$ cat config.mk
export PLATFORM = sky130hd
export DESIGN_NAME = twodom_mul
export DESIGN_NICKNAME = d
export VERILOG_FILES = /design/src/rtl/core/twodom_pkg.sv /design/src/rtl/core/twodom_mul.sv
export SDC_FILE = /design/constraint.sdc
export NUM_CORES = 2
export LEC_CHECK = 0
export ABC_AREA = 1
export ABC_CLOCK_PERIOD_IN_PS = 9000
export BUFFER_PORTS_ARGS = -buffer_cell sky130_fd_sc_hd__buf_4
export CORE_MARGIN = 2
export CORE_UTILIZATION = 30
export CTS_CLUSTER_SIZE = 28
export DETAILED_ROUTE_END_ITERATION = 16
export GPL_TIMING_DRIVEN = 0
export PLACE_DENSITY = 0.46
export SYNTH_ARGS = -nofsm -noshare
export SYNTH_HDL_FRONTEND = slang
export SYNTH_SLANG_ARGS = --single-unit
$ cat constraint.sdc
create_clock -name i_clk -period 9 [get_ports i_clk]
set_input_delay 1.35 -clock i_clk [delete_from_list [all_inputs] [get_ports i_clk]]
set_output_delay 1.35 -clock i_clk [all_outputs]
set_load 0.005 [all_outputs]
$ cat src/rtl/core/twodom_pkg.sv
// twodom_pkg: shared types, constants and helper functions for the tracking wheel odometry core
// no dependencies; used by every file under rtl/core by scoped names
package twodom_pkg;

    // fixed point and iteration settings
    localparam int FRAC_BITS         = 10;
    localparam int CORDIC_STAGES_DEF = 16;
    localparam int CORDIC_STAGES_MAX = 24;

    // field widths
    localparam int RADIUS_W   = 13;
    localparam int OFFSET_W   = 16;
    localparam int DELTA_W    = 24;
    localparam int HEAD_W     = 16;
    localparam int POS_W      = 32;
    localparam int CFG_IDX_W  = 2;
    localparam int CFG_DATA_W = 16;

    // datapath widths
    localparam int MUL_W    = 32;
    localparam int PROD_W   = 64;
    localparam int DIV_NW   = 58;
    localparam int DIV_DW   = 32;
    localparam int CORDIC_W = 42;
    localparam int ANGLE_W  = 34;
    localparam int ACC_W    = 35;

    // reset values of the set-up registers, scaled to FRAC_BITS
    localparam longint RADIUS_RAW = (longint'(11) << FRAC_BITS) >>> 3;
    localparam longint FWD_RAW    = ((longint'(5168) << FRAC_BITS) + 512) >>> 10;
    localparam longint SIDE_RAW   = -(((longint'(1462) << FRAC_BITS) + 512) >>> 10);
    localparam logic [RADIUS_W-1:0] RST_WHEEL_RADIUS =
        RADIUS_W'(RADIUS_RAW > 8191 ? longint'(8191) : RADIUS_RAW);
    localparam logic signed [OFFSET_W-1:0] RST_FWD_OFFSET =
        OFFSET_W'(FWD_RAW > 32767 ? longint'(32767) : FWD_RAW);
    localparam logic signed [OFFSET_W-1:0] RST_SIDE_OFFSET =
        OFFSET_W'(SIDE_RAW < -32768 ? longint'(-32768) : SIDE_RAW);

    // arithmetic constants
    localparam longint ARC_K32          = 749613;
    localparam longint RAD_Q30_PER_CDEG = 187403;
    localparam longint GAIN_Q30         = 652032874;
    localparam longint CDEG_TURN        = 36000;
    localparam longint CDEG_HALF        = 18000;

    localparam logic signed [ANGLE_W-1:0] TURN_FULL    = 34'sh1_0000_0000;
    localparam logic signed [ANGLE_W-1:0] TURN_HALF    = 34'sh0_8000_0000;
    localparam logic signed [ANGLE_W-1:0] TURN_QUARTER = 34'sh0_4000_0000;

    // register indexes
    typedef enum logic [CFG_IDX_W-1:0] {
        REG_WHEEL_RADIUS = 2'd0,
        REG_FWD_OFFSET   = 2'd1,
        REG_SIDE_OFFSET  = 2'd2
    } t_cfg_reg;

    // request kinds
    typedef enum logic {
        REQ_TICK     = 1'b0,
        REQ_SET_POSE = 1'b1
    } t_req_kind;

    // sequencer states
    typedef enum logic [4:0] {
        ST_IDLE,
        ST_ARC0,
        ST_ARC1,
        ST_ARC2,
        ST_ARC3,
        ST_TURN_W,
        ST_SIN_W,
        ST_LX_M,
        ST_LX_D,
        ST_LX_W,
        ST_LY_M,
        ST_LY_D,
        ST_LY_W,
        ST_ROT_T,
        ST_ROT_TW,
        ST_ROT_MX,
        ST_ROT_MY,
        ST_ROT_C,
        ST_ROT_W,
        ST_OUT
    } t_state;

    // arctangent of 2^-i in units of 2^-32 turn
    function automatic logic signed [ANGLE_W-1:0] atan_step(input logic [4:0] idx);
        logic signed [ANGLE_W-1:0] v;
        case (idx)
            5'd0:    v = 34'sh0_2000_0000;
            5'd1:    v = 34'sh0_12E4_051E;
            5'd2:    v = 34'sh0_09FB_385B;
            5'd3:    v = 34'sh0_0511_11D4;
            5'd4:    v = 34'sh0_028B_0D43;
            5'd5:    v = 34'sh0_0145_D7E1;
            5'd6:    v = 34'sh0_00A2_F61E;
            5'd7:    v = 34'sh0_0051_7C55;
            5'd8:    v = 34'sh0_0028_BE53;
            5'd9:    v = 34'sh0_0014_5F2F;
            5'd10:   v = 34'sh0_000A_2F98;
            5'd11:   v = 34'sh0_0005_17CC;
            5'd12:   v = 34'sh0_0002_8BE6;
            5'd13:   v = 34'sh0_0001_45F3;
            5'd14:   v = 34'sh0_0000_A2FA;
            5'd15:   v = 34'sh0_0000_517D;
            5'd16:   v = 34'sh0_0000_28BE;
            5'd17:   v = 34'sh0_0000_145F;
            5'd18:   v = 34'sh0_0000_0A30;
            5'd19:   v = 34'sh0_0000_0518;
            5'd20:   v = 34'sh0_0000_028C;
            5'd21:   v = 34'sh0_0000_0146;
            5'd22:   v = 34'sh0_0000_00A3;
            5'd23:   v = 34'sh0_0000_0051;
            default: v = '0;
        endcase
        return v;
    endfunction

    // clamp to the 32 bit signed position range
    function automatic logic signed [POS_W-1:0] sat_pos(input logic signed [ACC_W-1:0] v);
        logic signed [POS_W-1:0] r;
        if (v > ACC_W'(64'sd2147483647)) begin
            r = 32'sh7FFF_FFFF;
        end else if (v < -ACC_W'(64'sd2147483648)) begin
            r = 32'sh8000_0000;
        end else begin
            r = v[POS_W-1:0];
        end
        return r;
    endfunction

endpackage

$ cat src/rtl/core/twodom_mul.sv
// twodom_mul: shared signed 32x32 multiplier with registered product
// depends on twodom_pkg for widths
module twodom_mul (
    input  logic                                  i_clk,
    input  logic                                  i_en,
    input  logic signed [twodom_pkg::MUL_W-1:0]   i_a,
    input  logic signed [twodom_pkg::MUL_W-1:0]   i_b,
    output logic signed [twodom_pkg::PROD_W-1:0]  o_p
);

    logic signed [twodom_pkg::PROD_W-1:0] r_p;

    always_ff @(posedge i_clk) begin
        if (i_en) begin
            r_p <= i_a * i_b;
        end
    end

    assign o_p = r_p;

endmodule

After elaboration in Yosys (flattened, before gate mapping). Cells that the tools add are included. W data, S select, Z words.

Flip-flop bits (word level): 64. Output and inout port bits: 64. Logic and storage cells: 2. Input port bits: 66.

Multipliers: 1.

Operators with widths (number): $mul A32 B32 Y64 (1).

Depth between registers and ports, before layout.
Depth in word-level cells: 1. Mapped depth: 31. Gate-level depth less buffers: 30.

Least setup slack after synthesis. Ideal clock, no wire load.

Path type: input-to-reg. Start point: input port i_a[31] (netlist name). End point: register r_p (netlist bit o_p[59]), data pin. Arrival: 7882 ps. Slack: 865 ps. Cell stages on the path: 27. Path buffers: 1. Cell sequence: clkbuf_1 -> nand2_1 -> inv_1 -> fa_1 -> inv_1 -> fa_1 -> inv_1 -> fa_1 -> fa_1 -> inv_1 -> fa_1 -> inv_1 -> fa_1 -> inv_1 -> fa_1 -> fa_1 -> inv_1 -> ha_1 -> nand2_2 -> nor2_1 -> inv_1 -> nor2_1 -> nand2_1 -> nor3_1 -> nand2_1 -> nand4_1 -> nand2_1.

Word-level cells in the longest chain between the ends: 1.

Ends and longest elaborated chain: start: declaration (line twodom_mul.sv:6) `input logic signed [twodom_pkg::MUL_W-1:0] i_a,`; $mul A32 B32 Y64 (line twodom_mul.sv:15) `r_p <= i_a * i_b;`; end signal: assignment (line twodom_mul.sv:15); end: declaration (line twodom_mul.sv:11) `logic signed [twodom_pkg::PROD_W-1:0] r_p;`.

No other way between the ends. A chain may end at the register's enable or synchronous reset.

Final worst setup path.
Start point: input port i_b[15] (netlist name). End point: register r_p (netlist bit o_p[58]), data pin.

Word-level cells in the longest chain between the ends: 1.

Ends and longest elaborated chain: start: declaration (line twodom_mul.sv:7) `input logic signed [twodom_pkg::MUL_W-1:0] i_b,`; $mul A32 B32 Y64 (line twodom_mul.sv:15).

No other way between the ends.

==> results.yml <==
logic_synthesis:
  most_common_flop_cell_mapped_by_yosys: "sky130_fd_sc_hd__edfxtp_1"
  synth.top_cells.by_count: "sky130_fd_sc_hd__inv_1 (1,692), sky130_fd_sc_hd__nand2_1 (1,504), sky130_fd_sc_hd__fa_1 (1,082)"
  synth.area.top_cells: "sky130_fd_sc_hd__fa_1 (53%), sky130_fd_sc_hd__inv_1 (16%), sky130_fd_sc_hd__nand2_1 (14%)"
  synth_cell_types: 27
  syn-num-nets: 6456
  synth-edff-count: 64
  synth_sequential_area_ratio_pct: 4.71
  post_synthesis_cell_type_with_the_largest_combined_area: "sky130_fd_sc_hd__fa_1"
  ys_ff_latch: 64
  syn-mean-instance-area_sq_um: 7.97
  synth-async-reset-ratio_pct: 0
  synthesis.instances: 5124
  yosysMostFrequentCell: "sky130_fd_sc_hd__inv_1"
  synth_warnings: 0
  synth_area_sq_um: 40800
  post-synth-top-area-fraction_pct: 53.0
detailed_routing:
  wl_per_cell_um: 23.1
  detailedRoute.firstIterationViolations: 2517
  vias: 32300
  remaining_drc_errors: 0
  drt-pass1-iter-count: 5
  totalWireLength_um: 163000
  via_per_inst: 4.58
  drt.antenna.violating_nets: 0
cells_and_area:
  antennaDiodeCount: 0
  stdcell_area_sq_um: 44500
  largest_reg_flops: 64
  design.final.nets: 6599
  post_route_cells_drive_above_1_share_pct: 5.03
  area.growth.synth_to_final_pct: 8.95
clock_network:
  cts_htree_levels: 3
  cts-buffers-inserted: 9
  post_cts_hold_buffer_count: 0
  largest_buffer_count_on_any_clock_path: 2
  clock-sinks: 64
  cts_tree: "done"
  clock-root-buffer: "sky130_fd_sc_hd__clkbuf_16"
  clk_pin_slew_worst_paths_ps: 60
setup_path:
  max_stage_delay_ps: 790
  worst-path-max-fanout: 14
  timing.critical_path.slowest_stage_cell: "sky130_fd_sc_hd__clkbuf_1"
  worstSetupEndpointType: "register"
  timing.critical_path.arrival_ps: 8920
  path_common_cell: "sky130_fd_sc_hd__fa_1"
  start_kind: "input port"
  cp_num_buf_inv: 8
  count_of_cell_instances_traversed_by_the_critical_path: 27
  critical_path.top_delay_family: "adder cells"
  critical_path_class: "input port to register"
  critPathRequiredTime_ps: 9100
min_path:
  hold-path-cell-count: 4
  hold_path_class: "input port to register"
floorplanning:
  initial_core_util_pct: 30.2
  pin_count: 130
  die_width_um: 373
  chipHeight_um: 373
  core_region_area_sq_um: 135000
  dieArea_sq_um: 139000
  num_rows: 135
placed_design:
  numPortBuffers: 129
  detailed_placement_hpwl_um: 144000
  dpl-instance-area_sq_um: 44000
  detailedPlace.worstSlack_ps: -1670
  globalplace.congestion: 0.950
timing:
  fin_ws_ps: 178
  timing_hold_violations_final: 0
  tmin_final_ps: 8820
  setup_viol: 0
  max-slew-margin-rel_pct: 8.60
  number_of_max_slew_violations_in_the_final_report: 0
  grt_setup_unrepaired: "no"
  finalCritPeriodShare_pct: 98.0
  achievable-frequency_ghz: 0.113
  worst_slew_pin_slew_ps: 1370
global_route:
  all_layer_global_routing_usage_pct: 24.1
  grt_pass1_wl_um: 242000
  initial_antenna_violation_count: 8
  grt_max_degree: 65
  first_global_vias: 34700
  leftover_overflow_at_the_end_of_global_routing: 0
flow_run:
  max_cap_viol_count: 0
status:
  status: "finished, final reports clean"
[layout by cell type (no fill, tap or decap), types with 22 or more instances in the layout]
cell                       Yosys  final
sky130_fd_sc_hd__xor2_1       31     31
sky130_fd_sc_hd__nand2_2      21     22
sky130_fd_sc_hd__nor2_1       93     89
sky130_fd_sc_hd__fa_1       1082   1079
sky130_fd_sc_hd__edfxtp_1     64     64
sky130_fd_sc_hd__a21oi_1      62     61
sky130_fd_sc_hd__ha_1        184    177
sky130_fd_sc_hd__nand3_1      73     73
sky130_fd_sc_hd__nor2_2       31     35
sky130_fd_sc_hd__nand2_1    1504   1503
sky130_fd_sc_hd__clkbuf_1    192    176
sky130_fd_sc_hd__buf_4         0    142
sky130_fd_sc_hd__inv_1      1692   1688
[final timing paths]
| check | startpoint | endpoint | slack (ps) |
|---|---|---|---|
| worst max-delay path | i_b[15] | o_p[58]$_DFFE_PP_ | 180 |
| worst min-delay path | i_b[1] | o_p[1]$_DFFE_PP_ | 1470 |
[metal layers]
metal	global-route usage, %	vias to the layer above	share of wire, %
li1	-	14300	-
met1	32.2	16700	42
met2	41.2	1132	48
met3	2.80	189	6.3
met4	6.32	4	3.3
met5	0	-	0.018
[cells by family after synthesis]
logic type | count (synthesis) | synth area share (%)
AOI/OAI and AO/OA | 95 | 1.24
xor gates and xnor gates | 34 | 0.729
adders and majority gates | 1266 | 58.7
buffers and inverters | 1892 | 17.4
DFF | 64 | 4.71
and+or+nand+nor | 1773 | 17.3
[layout make-up]
class	count	area, sq um
repair buffers	142	1070
plain buffers	182	698
clock buffers	9	225
well taps	1781	2230
fillers	14500	90800
multi-input cells	3168	31900
clock inverters	7	104
flip-flops and latches	64	1920
inverters	1700	6400
[stage by stage]
step | TNS, ps | hold WS, ps | cells | utilization (%)
finish | 0 | 1470 | 7053 | 32.9
global route | 0 | 1470 | 7053 | 32.9
CTS | 0 | 1350 | 7049 | 32.8
detailed placement | -25740 | 1720 | 7034 | 32.6
global placement | -24830 | 1710 | 7034 | 32.6
floorplan | 0 | 1460 | 5124 | -
[what timing repair did]
action                                  4_1_cts  5_1_grt
cloned                                        0        0
endpoints found under the setup margin       17       23
buffers inserted                              6        7
pin swaps                                     1        1
resized for setup                            13       20
hold endpoints to repair                      0        0
Power is not shown: default switching activity piles up to over one toggle a cycle in this logic, so the estimate is an artifact.
