--- src/rtl/core/twodom_pkg.sv ---
// twodom_pkg: shared types, constants and helper functions for the tracking wheel odometry core
// no dependencies; used by every file under rtl/core by scoped names
package twodom_pkg;

    // fixed point and iteration settings
    localparam int FRAC_BITS         = 10;
    localparam int CORDIC_STAGES_DEF = 16;
    localparam int CORDIC_STAGES_MAX = 24;

    // field widths
    localparam int RADIUS_W   = 13;
    localparam int OFFSET_W   = 16;
    localparam int DELTA_W    = 24;
    localparam int HEAD_W     = 16;
    localparam int POS_W      = 32;
    localparam int CFG_IDX_W  = 2;
    localparam int CFG_DATA_W = 16;

    // datapath widths
    localparam int MUL_W    = 32;
    localparam int PROD_W   = 64;
    localparam int DIV_NW   = 58;
    localparam int DIV_DW   = 32;
    localparam int CORDIC_W = 42;
    localparam int ANGLE_W  = 34;
    localparam int ACC_W    = 35;

    // reset values of the set-up registers, scaled to FRAC_BITS
    localparam longint RADIUS_RAW = (longint'(11) << FRAC_BITS) >>> 3;
    localparam longint FWD_RAW    = ((longint'(5168) << FRAC_BITS) + 512) >>> 10;
    localparam longint SIDE_RAW   = -(((longint'(1462) << FRAC_BITS) + 512) >>> 10);
    localparam logic [RADIUS_W-1:0] RST_WHEEL_RADIUS =
        RADIUS_W'(RADIUS_RAW > 8191 ? longint'(8191) : RADIUS_RAW);
    localparam logic signed [OFFSET_W-1:0] RST_FWD_OFFSET =
        OFFSET_W'(FWD_RAW > 32767 ? longint'(32767) : FWD_RAW);
    localparam logic signed [OFFSET_W-1:0] RST_SIDE_OFFSET =
        OFFSET_W'(SIDE_RAW < -32768 ? longint'(-32768) : SIDE_RAW);

    // arithmetic constants
    localparam longint ARC_K32          = 749613;
    localparam longint RAD_Q30_PER_CDEG = 187403;
    localparam longint GAIN_Q30         = 652032874;
    localparam longint CDEG_TURN        = 36000;
    localparam longint CDEG_HALF        = 18000;

    localparam logic signed [ANGLE_W-1:0] TURN_FULL    = 34'sh1_0000_0000;
    localparam logic signed [ANGLE_W-1:0] TURN_HALF    = 34'sh0_8000_0000;
    localparam logic signed [ANGLE_W-1:0] TURN_QUARTER = 34'sh0_4000_0000;

    // register indexes
    typedef enum logic [CFG_IDX_W-1:0] {
        REG_WHEEL_RADIUS = 2'd0,
        REG_FWD_OFFSET   = 2'd1,
        REG_SIDE_OFFSET  = 2'd2
    } t_cfg_reg;

    // request kinds
    typedef enum logic {
        REQ_TICK     = 1'b0,
        REQ_SET_POSE = 1'b1
    } t_req_kind;

    // sequencer states
    typedef enum logic [4:0] {
        ST_IDLE,
        ST_ARC0,
        ST_ARC1,
        ST_ARC2,
        ST_ARC3,
        ST_TURN_W,
        ST_SIN_W,
        ST_LX_M,
        ST_LX_D,
        ST_LX_W,
        ST_LY_M,
        ST_LY_D,
        ST_LY_W,
        ST_ROT_T,
        ST_ROT_TW,
        ST_ROT_MX,
        ST_ROT_MY,
        ST_ROT_C,
        ST_ROT_W,
        ST_OUT
    } t_state;

    // arctangent of 2^-i in units of 2^-32 turn
    function automatic logic signed [ANGLE_W-1:0] atan_step(input logic [4:0] idx);
        logic signed [ANGLE_W-1:0] v;
        case (idx)
            5'd0:    v = 34'sh0_2000_0000;
            5'd1:    v = 34'sh0_12E4_051E;
            5'd2:    v = 34'sh0_09FB_385B;
            5'd3:    v = 34'sh0_0511_11D4;
            5'd4:    v = 34'sh0_028B_0D43;
            5'd5:    v = 34'sh0_0145_D7E1;
            5'd6:    v = 34'sh0_00A2_F61E;
            5'd7:    v = 34'sh0_0051_7C55;
            5'd8:    v = 34'sh0_0028_BE53;
            5'd9:    v = 34'sh0_0014_5F2F;
            5'd10:   v = 34'sh0_000A_2F98;
            5'd11:   v = 34'sh0_0005_17CC;
            5'd12:   v = 34'sh0_0002_8BE6;
            5'd13:   v = 34'sh0_0001_45F3;
            5'd14:   v = 34'sh0_0000_A2FA;
            5'd15:   v = 34'sh0_0000_517D;
            5'd16:   v = 34'sh0_0000_28BE;
            5'd17:   v = 34'sh0_0000_145F;
            5'd18:   v = 34'sh0_0000_0A30;
            5'd19:   v = 34'sh0_0000_0518;
            5'd20:   v = 34'sh0_0000_028C;
            5'd21:   v = 34'sh0_0000_0146;
            5'd22:   v = 34'sh0_0000_00A3;
            5'd23:   v = 34'sh0_0000_0051;
            default: v = '0;
        endcase
        return v;
    endfunction

    // clamp to the 32 bit signed position range
    function automatic logic signed [POS_W-1:0] sat_pos(input logic signed [ACC_W-1:0] v);
        logic signed [POS_W-1:0] r;
        if (v > ACC_W'(64'sd2147483647)) begin
            r = 32'sh7FFF_FFFF;
        end else if (v < -ACC_W'(64'sd2147483648)) begin
            r = 32'sh8000_0000;
        end else begin
            r = v[POS_W-1:0];
        end
        return r;
    endfunction

endpackage

--- src/rtl/core/twodom_div.sv ---
// twodom_div: unsigned restoring divider, one quotient bit per cycle
// depends on twodom_pkg for widths
module twodom_div (
    input  logic                               i_clk,
    input  logic                               i_rst_n,
    input  logic                               i_start,
    input  logic [twodom_pkg::DIV_NW-1:0]      i_num,
    input  logic [twodom_pkg::DIV_DW-1:0]      i_den,
    output logic [twodom_pkg::DIV_NW-1:0]      o_quo,
    output logic                               o_done
);

    localparam int NW = twodom_pkg::DIV_NW;
    localparam int DW = twodom_pkg::DIV_DW;
    localparam int CW = $clog2(NW);

    logic          r_busy;
    logic          r_done;
    logic [CW-1:0] r_cnt;
    logic [NW-1:0] r_nq;
    logic [DW-1:0] r_rem;
    logic [DW-1:0] r_den;

    logic [DW:0]   w_sh;
    logic [DW:0]   w_diff;
    logic          w_ge;

    assign w_sh   = {r_rem, r_nq[NW-1]};
    assign w_diff = w_sh - {1'b0, r_den};
    assign w_ge   = (w_sh >= {1'b0, r_den});

    always_ff @(posedge i_clk) begin
        if (!i_rst_n) begin
            r_busy <= 1'b0;
            r_done <= 1'b0;
            r_cnt  <= '0;
        end else begin
            r_done <= 1'b0;
            if (i_start) begin
                r_busy <= 1'b1;
                r_cnt  <= '0;
            end else if (r_busy) begin
                r_cnt <= r_cnt + 1'b1;
                if (r_cnt == CW'(NW - 1)) begin
                    r_busy <= 1'b0;
                    r_done <= 1'b1;
                end
            end
        end
    end

    always_ff @(posedge i_clk) begin
        if (i_start) begin
            r_nq  <= i_num;
            r_rem <= '0;
            r_den <= i_den;
        end else if (r_busy) begin
            r_rem <= w_ge ? w_diff[DW-1:0] : w_sh[DW-1:0];
            r_nq  <= {r_nq[NW-2:0], w_ge};
        end
    end

    assign o_quo  = r_nq;
    assign o_done = r_done;

endmodule

--- config.mk ---
export PLATFORM = sky130hd
export DESIGN_NAME = twodom_div
export DESIGN_NICKNAME = d
export VERILOG_FILES = /design/src/rtl/core/twodom_pkg.sv /design/src/rtl/core/twodom_div.sv
export SDC_FILE = /design/constraint.sdc
export NUM_CORES = 1
export LEC_CHECK = 0
export BUFFER_PORTS_ARGS = -buffer_cell sky130_fd_sc_hd__buf_4
export CAP_MARGIN = 20
export CORE_MARGIN = 5
export CORE_UTILIZATION = 45
export DETAILED_ROUTE_END_ITERATION = 16
export GPL_TIMING_DRIVEN = 0
export PLACE_DENSITY = 0.76
export SLEW_MARGIN = 20
export SYNTH_ARGS = -nofsm -noshare
export SYNTH_HDL_FRONTEND = slang
export SYNTH_SLANG_ARGS = --single-unit
--- constraint.sdc ---
create_clock -name i_clk -period 3.6 [get_ports i_clk]
set_input_delay 0.72 -clock i_clk [delete_from_list [all_inputs] [get_ports i_clk]]
set_output_delay 0.72 -clock i_clk [all_outputs]
set_load 0.005 [all_outputs]
---- Word level (Yosys, flattened, before mapping) ----
Index checks and enable logic that the tools add are counted.
word-level totals
  bits in registers ....................... 130
  input port bits ......................... 93
  output and inout bits ................... 59
  logic and storage cells ................. 22
operators by class
  add/sub/neg operators ................... 2
  order comparisons ....................... 1
  eq/ne operators ......................... 1
  multiplexer cells ....................... 7
  bitwise operators ....................... 2
  reductions and logical operators ........ 3
operator list
  operator                                                       count
  58-bit 2-to-1 mux                                              2
  33-bit by 32-bit >= comparator with 1-bit output               1
  32-bit 2-to-1 mux                                              1
  32-bit subtractor                                              1
  6-bit by 1-bit adder with 6-bit output, second input constant  1
  6-bit equality test, second input constant                     1
  1-bit 2-to-1 mux                                               4
  3-bit OR reduction                                             1
  1-bit NOT                                                      2
  2-bit nonzero test                                             1
  2-bit OR reduction                                             1

---- Depth between registers and ports, before layout ----
  depth after elaboration ................. 4
  depth in mapped cells ................... 13

---- Worst setup path after synthesis ----
OpenSTA, ideal clock, no wires.
  path type ............................... input-to-reg
  start point ............................. input port i_start
  end point ............................... register r_nq[0], in the netlist o_quo[0] (enable)
  library setup time ...................... 0.412 ns
  arrival time ............................ 2.671 ns
  setup slack ............................. 0.517 ns
  cell stages on the path ................. 5
  path through ............................ clkbuf_1 -> clkbuf_1 -> nor2_1 -> clkbuf_1 -> inv_1
between the ends
  word-level cells in the longest chain between the ends .. 1
ends and longest elaborated chain
  element                              line              RTL
  start, declared                      twodom_div.sv:6   input logic i_start,
  2-bit nonzero test (no source line)  n/a
  end signal, assigned                 twodom_div.sv:54  r_nq <= i_num;
  end signal, assigned                 twodom_div.sv:59  r_nq <= {r_nq[NW-2:0], w_ge};
  end, declared                        twodom_div.sv:20  logic [NW-1:0] r_nq;
Every way passes these cells.
A chain may end at the register's enable or synchronous reset.

---- Final worst setup path ----
  start point ............................. register r_den[0]
  end point ............................... register r_rem[28]
between the ends
  word-level cells in the longest chain between the ends .. 2
ends and longest elaborated chain
  element                                                                                line                                RTL
  start, declared                                                                        twodom_div.sv:22                    logic [DW-1:0] r_den;
  start signal, assigned                                                                 twodom_div.sv:56                    r_den <= i_den;
  32-bit subtractor or 33-bit by 32-bit >= comparator with 1-bit output (tied branches)  twodom_div.sv:29, twodom_div.sv:30
  32-bit 2-to-1 mux *                                                                    twodom_div.sv:58                    r_rem <= w_ge ? w_diff[DW-1:0] : w_sh[DW-1:0];
  end signal, assigned                                                                   twodom_div.sv:58
  end, declared                                                                          twodom_div.sv:21                    logic [DW-1:0] r_rem;
Mark *: on every way between the ends. The rest lies on a longest branch, timed or not.

==> summary.md <==
| Metric | Value |
|---|---|
| Final wirelength | slightly below 20,000 um |
| Outcome | finished, final reports clean |
| Placed inst area | just under 0.009 mm2 |
| Clk Latency, worst-skew pair | about 430 ps |
| Layout cells sized above 1 | between 30% and 40% |
| CTS tree | yes |
| Routed length per instance | ~18 um |
| Yosys reg bits | 130 |
| Final setup viols | 0 |
| CP endpoint kind | flop |
| DP Wirelength | between 10,000 and 15,000 um |
| Die X | about 140 um |
| Post-synth EDFFs | 90 |
| Clock skew | about 19 ps |
| P_leak | just under 4 nW |
| Layout Nets | approximately 1,000 |
| Final instance area | approximately 0.0094 mm2 |
| CTS Hold Bufs | 0 |
| Initial DRC count | 383 |
| Dpl ws | 33.2 ps |
| Cell Area, Synth | about 0.0074 mm2 |
| Num rows | between 40 and 50 |
| Io pins | between 150 and 200 |
| Syn Area/Cell | about 11 um2 |
| Synth Warn # | 0 |
| Pwr Density | about 450 mW/mm2 |
| Distinct cells, synth | between 70 and 80 |
| Main synth FF type | edfxtp_1 |
| Max Clock Freq | around 300 MHz |
| Minimum clock period | ~3300 ps |
| HP Class | in2reg |
| Routed vias/inst | between 5 and 6 |
| WS Path Type | reg2reg |
| Final Hold Viols | 0 |
| Input/output buffers | 151 |
| DRT Pass-1 Iters | 7 |
| Core area | around 0.016 mm2 |
| GRT Overall Usage | between 20% and 30% |
| Placer congestion estimate | 0.896 |
| WHS Path Cells | 1 |
| VDD IR max | roughly 0.00037 V |
| Grt total ovfl | 0 |
| CTS buffer count | 17 |
| Gate Count Post-Synth | 698 |
| Largest net degree at the start of global routing | between 50 and 60 |
| Max_slew headroom | roughly 50% |
| Reg2Reg Depth | 10 |
| Initial Utilization | between 40 and 50% |
| Clk root buf | clkbuf_16 |
| Worst-path maximum fanout | 4 |
| Reg clk slew, reported paths | about 70 ps |
| CTS H-Tree Depth | 4 |
| Slew Limit Fails | 0 |
| Final WS setup | 283 ps |
| Vias post-DR | around 6,200 |
| Initial antenna violation count | 0 |
| Sequential fraction of the synthesis area | 47.1% |
| Vias in the first global route | ~6,100 |
| Full die area | 0.0192 mm2 |
| First-pass GRT wire length | 31,600 um |
| Synthesized net count | roughly 830 |
| RSZ-0062 raised after global routing | no |
| Post-layout util | between 50 and 60% |
| Clock Sinks | 130 |
| Max clock buf depth | 2 |
| Worst Path Arrival | roughly 3700 ps |
| WP data required | approximately 3900 ps |
| Antenna diodes | 0 |
| P&R area growth vs syn | 26.7% |
| Layout filler cell count | between 1,000 and 1,500 |
| Die Ht | approximately 140 um |
| Slew at the pin closest to its max-slew limit | ~750 ps |
| Post-DRT Antenna Nets | 0 |
| Asr flop ratio synth | 0% |
| DRC | 0 |
| Crit start category | flop |
| Fin crit share | between 90% and 100% |
| Number of max-cap violations | 0 |
[registers in the layout (all words and copies together) (netlist names)]
name	count
r_den	32
r_cnt	6
o_quo	58
o_done	1
r_rem	32
r_busy	1
[Yosys cell counts (3+ instances only)]
cell      instances  area share (%)
or2_2             3            0.25
inv_1            44             2.2
o22ai_1           4            0.34
o31ai_1           4            0.40
nand2_1          49             2.5
nor3_1           12            0.81
a211oi_1          6            0.60
nor4_1            6            0.50
o21a_1            6            0.60
nor2_1           52             2.6
clkbuf_8          6             1.1
a21o_1           13             1.3
o21ai_0          30             2.0
dfxtp_1          40              11
xor2_1            9             1.1
o211ai_1         15             1.5
o21bai_1          6            0.60
a21o_2            3            0.35
clkbuf_1         15            0.76
buf_6             4            0.60
nand3_1          26             1.7
buf_1             6            0.30
mux2_2           58             8.8
a41oi_1           3            0.35
o21ai_1           5            0.34
and4_1            3            0.35
ha_1             34             5.7
or4_1             4            0.40
or3_1             4            0.34
a31oi_1           3            0.25
a211o_1           5            0.59
nand4_1          10            0.84
xnor2_1          15             1.8
edfxtp_1         90              36
nand2b_1          4            0.34
or4_2             3            0.35
a21oi_1          39             2.6
a311oi_1         16             1.9
[final cells by class]
cell class / count / area (um2) / area share, %
plain buffers: 36 / 270 / 2.87
clock buffers: 17 / 425 / 4.51
clock inverters: 15 / 146 / 1.55
inverters: 44 / 168 / 1.78
multi-input cells: 488 / 3510 / 37.2
flip-flops and latches: 130 / 3500 / 37.2
well taps: 220 / 275 / 2.92
repair buffers: 151 / 1130 / 12.0
[path summary, 6_finish.rpt]
| kind | startpoint | end | slack (ps) |
|---|---|---|---|
| worst max-delay path | r_den[0] | r_rem[28] | 280 |
| worst min-delay path | i_den[15] | r_den[15] | 470 |
| worst max register to register | r_den[0] | r_rem[28] | 280 |
| worst min register to register | r_rem[7] | r_rem[7] | 500 |
[where the power goes]
part           switching, mW  leakage (nW)  internal [mW]
sequential            0.0699          1.22           1.74
combinational          0.378          2.39          0.379
clock                  0.728         0.279          0.970
total                   1.18          3.89           3.09
[logic make-up after synthesis]
kind of cell,Yosys count,share of synthesized area [%]
xor gates and xnor gates,24,2.82
buffers and inverters,80,5.85
DFF,130,47.1
AOI/OAI and AO/OA,180,17.0
muxes,58,8.77
adders and majority gates,35,5.98
and+or+nand+nor,191,12.6
[layer usage]
metal | routed length [um] | part of all wire [%] | vias to the layer above | GRT usage (%)
met1 | 7910 | 40 | 2970 | 24.2
li1 | - | - | 2974 | -
met3 | 1880 | 9.5 | 15 | 9.03
met2 | 9830 | 50 | 220 | 34.7
met4 | 191 | 0.96 | 0 | 4.07
met5 | 0 | 0 | - | 0
[timing repair]
action / 4_1_cts / 5_1_grt
gates resized for setup: 0 / 1
endpoints found under the hold margin: 0 / 0
setup endpoints to repair: 0 / 1
buffers inserted: 0 / 0
[cells in the final DEF, fill, tap and decap left out, types with 4 or more instances in the layout]
| cell | netlist | routed |
|---|---|---|
| a21oi_1 | 39 | 39 |
| o31ai_1 | 4 | 4 |
| o22ai_1 | 4 | 4 |
| or4_1 | 4 | 4 |
| nand2b_1 | 4 | 4 |
| clkbuf_16 | 0 | 17 |
| xnor2_1 | 15 | 15 |
| nand4_1 | 10 | 10 |
| o21ai_0 | 30 | 30 |
| or3_1 | 4 | 4 |
| a311oi_1 | 16 | 16 |
| a211o_1 | 5 | 5 |
| buf_6 | 4 | 4 |
| buf_4 | 0 | 151 |
| o21bai_1 | 6 | 6 |
| buf_1 | 6 | 6 |
| inv_1 | 44 | 43 |
| a211oi_1 | 6 | 6 |
| clkbuf_1 | 15 | 15 |
| a21o_1 | 13 | 13 |
| nand3_1 | 26 | 26 |
| inv_6 | 0 | 6 |
| nand2_1 | 49 | 49 |
| xor2_1 | 9 | 9 |
| dfxtp_1 | 40 | 40 |
| mux2_2 | 58 | 58 |
| o21ai_1 | 5 | 5 |
| clkbuf_8 | 6 | 6 |
| o21a_1 | 6 | 6 |
| nor3_1 | 12 | 12 |
| nor4_1 | 6 | 6 |
| o211ai_1 | 15 | 15 |
| nor2_1 | 52 | 52 |
| ha_1 | 34 | 34 |
| edfxtp_1 | 90 | 90 |
[critical path, stage by stage, from the launching register on]
cell and delay (ps):
edfxtp_1 410, ha_1 230, fa_1 410, nand2b_1 180, a21o_1 200, a2111oi_1 680
nor2_1 150, a211oi_1 410, or3b_2 210, o211ai_1 90, a32o_1 250
[stage by stage]
step	power [mW]	instances	TNS, ps	hold slack [ps]
3_5_place_dp	2.60	1069	0	485
4_1_cts	4.30	1101	0	450
2_1_floorplan	2.28	698	0	447
3_3_place_gp	2.58	1069	-60370	469
5_1_grt	4.47	1101	0	447
6_report	4.27	1101	0	469
Note: power is estimated with default switching activity, not from simulation.
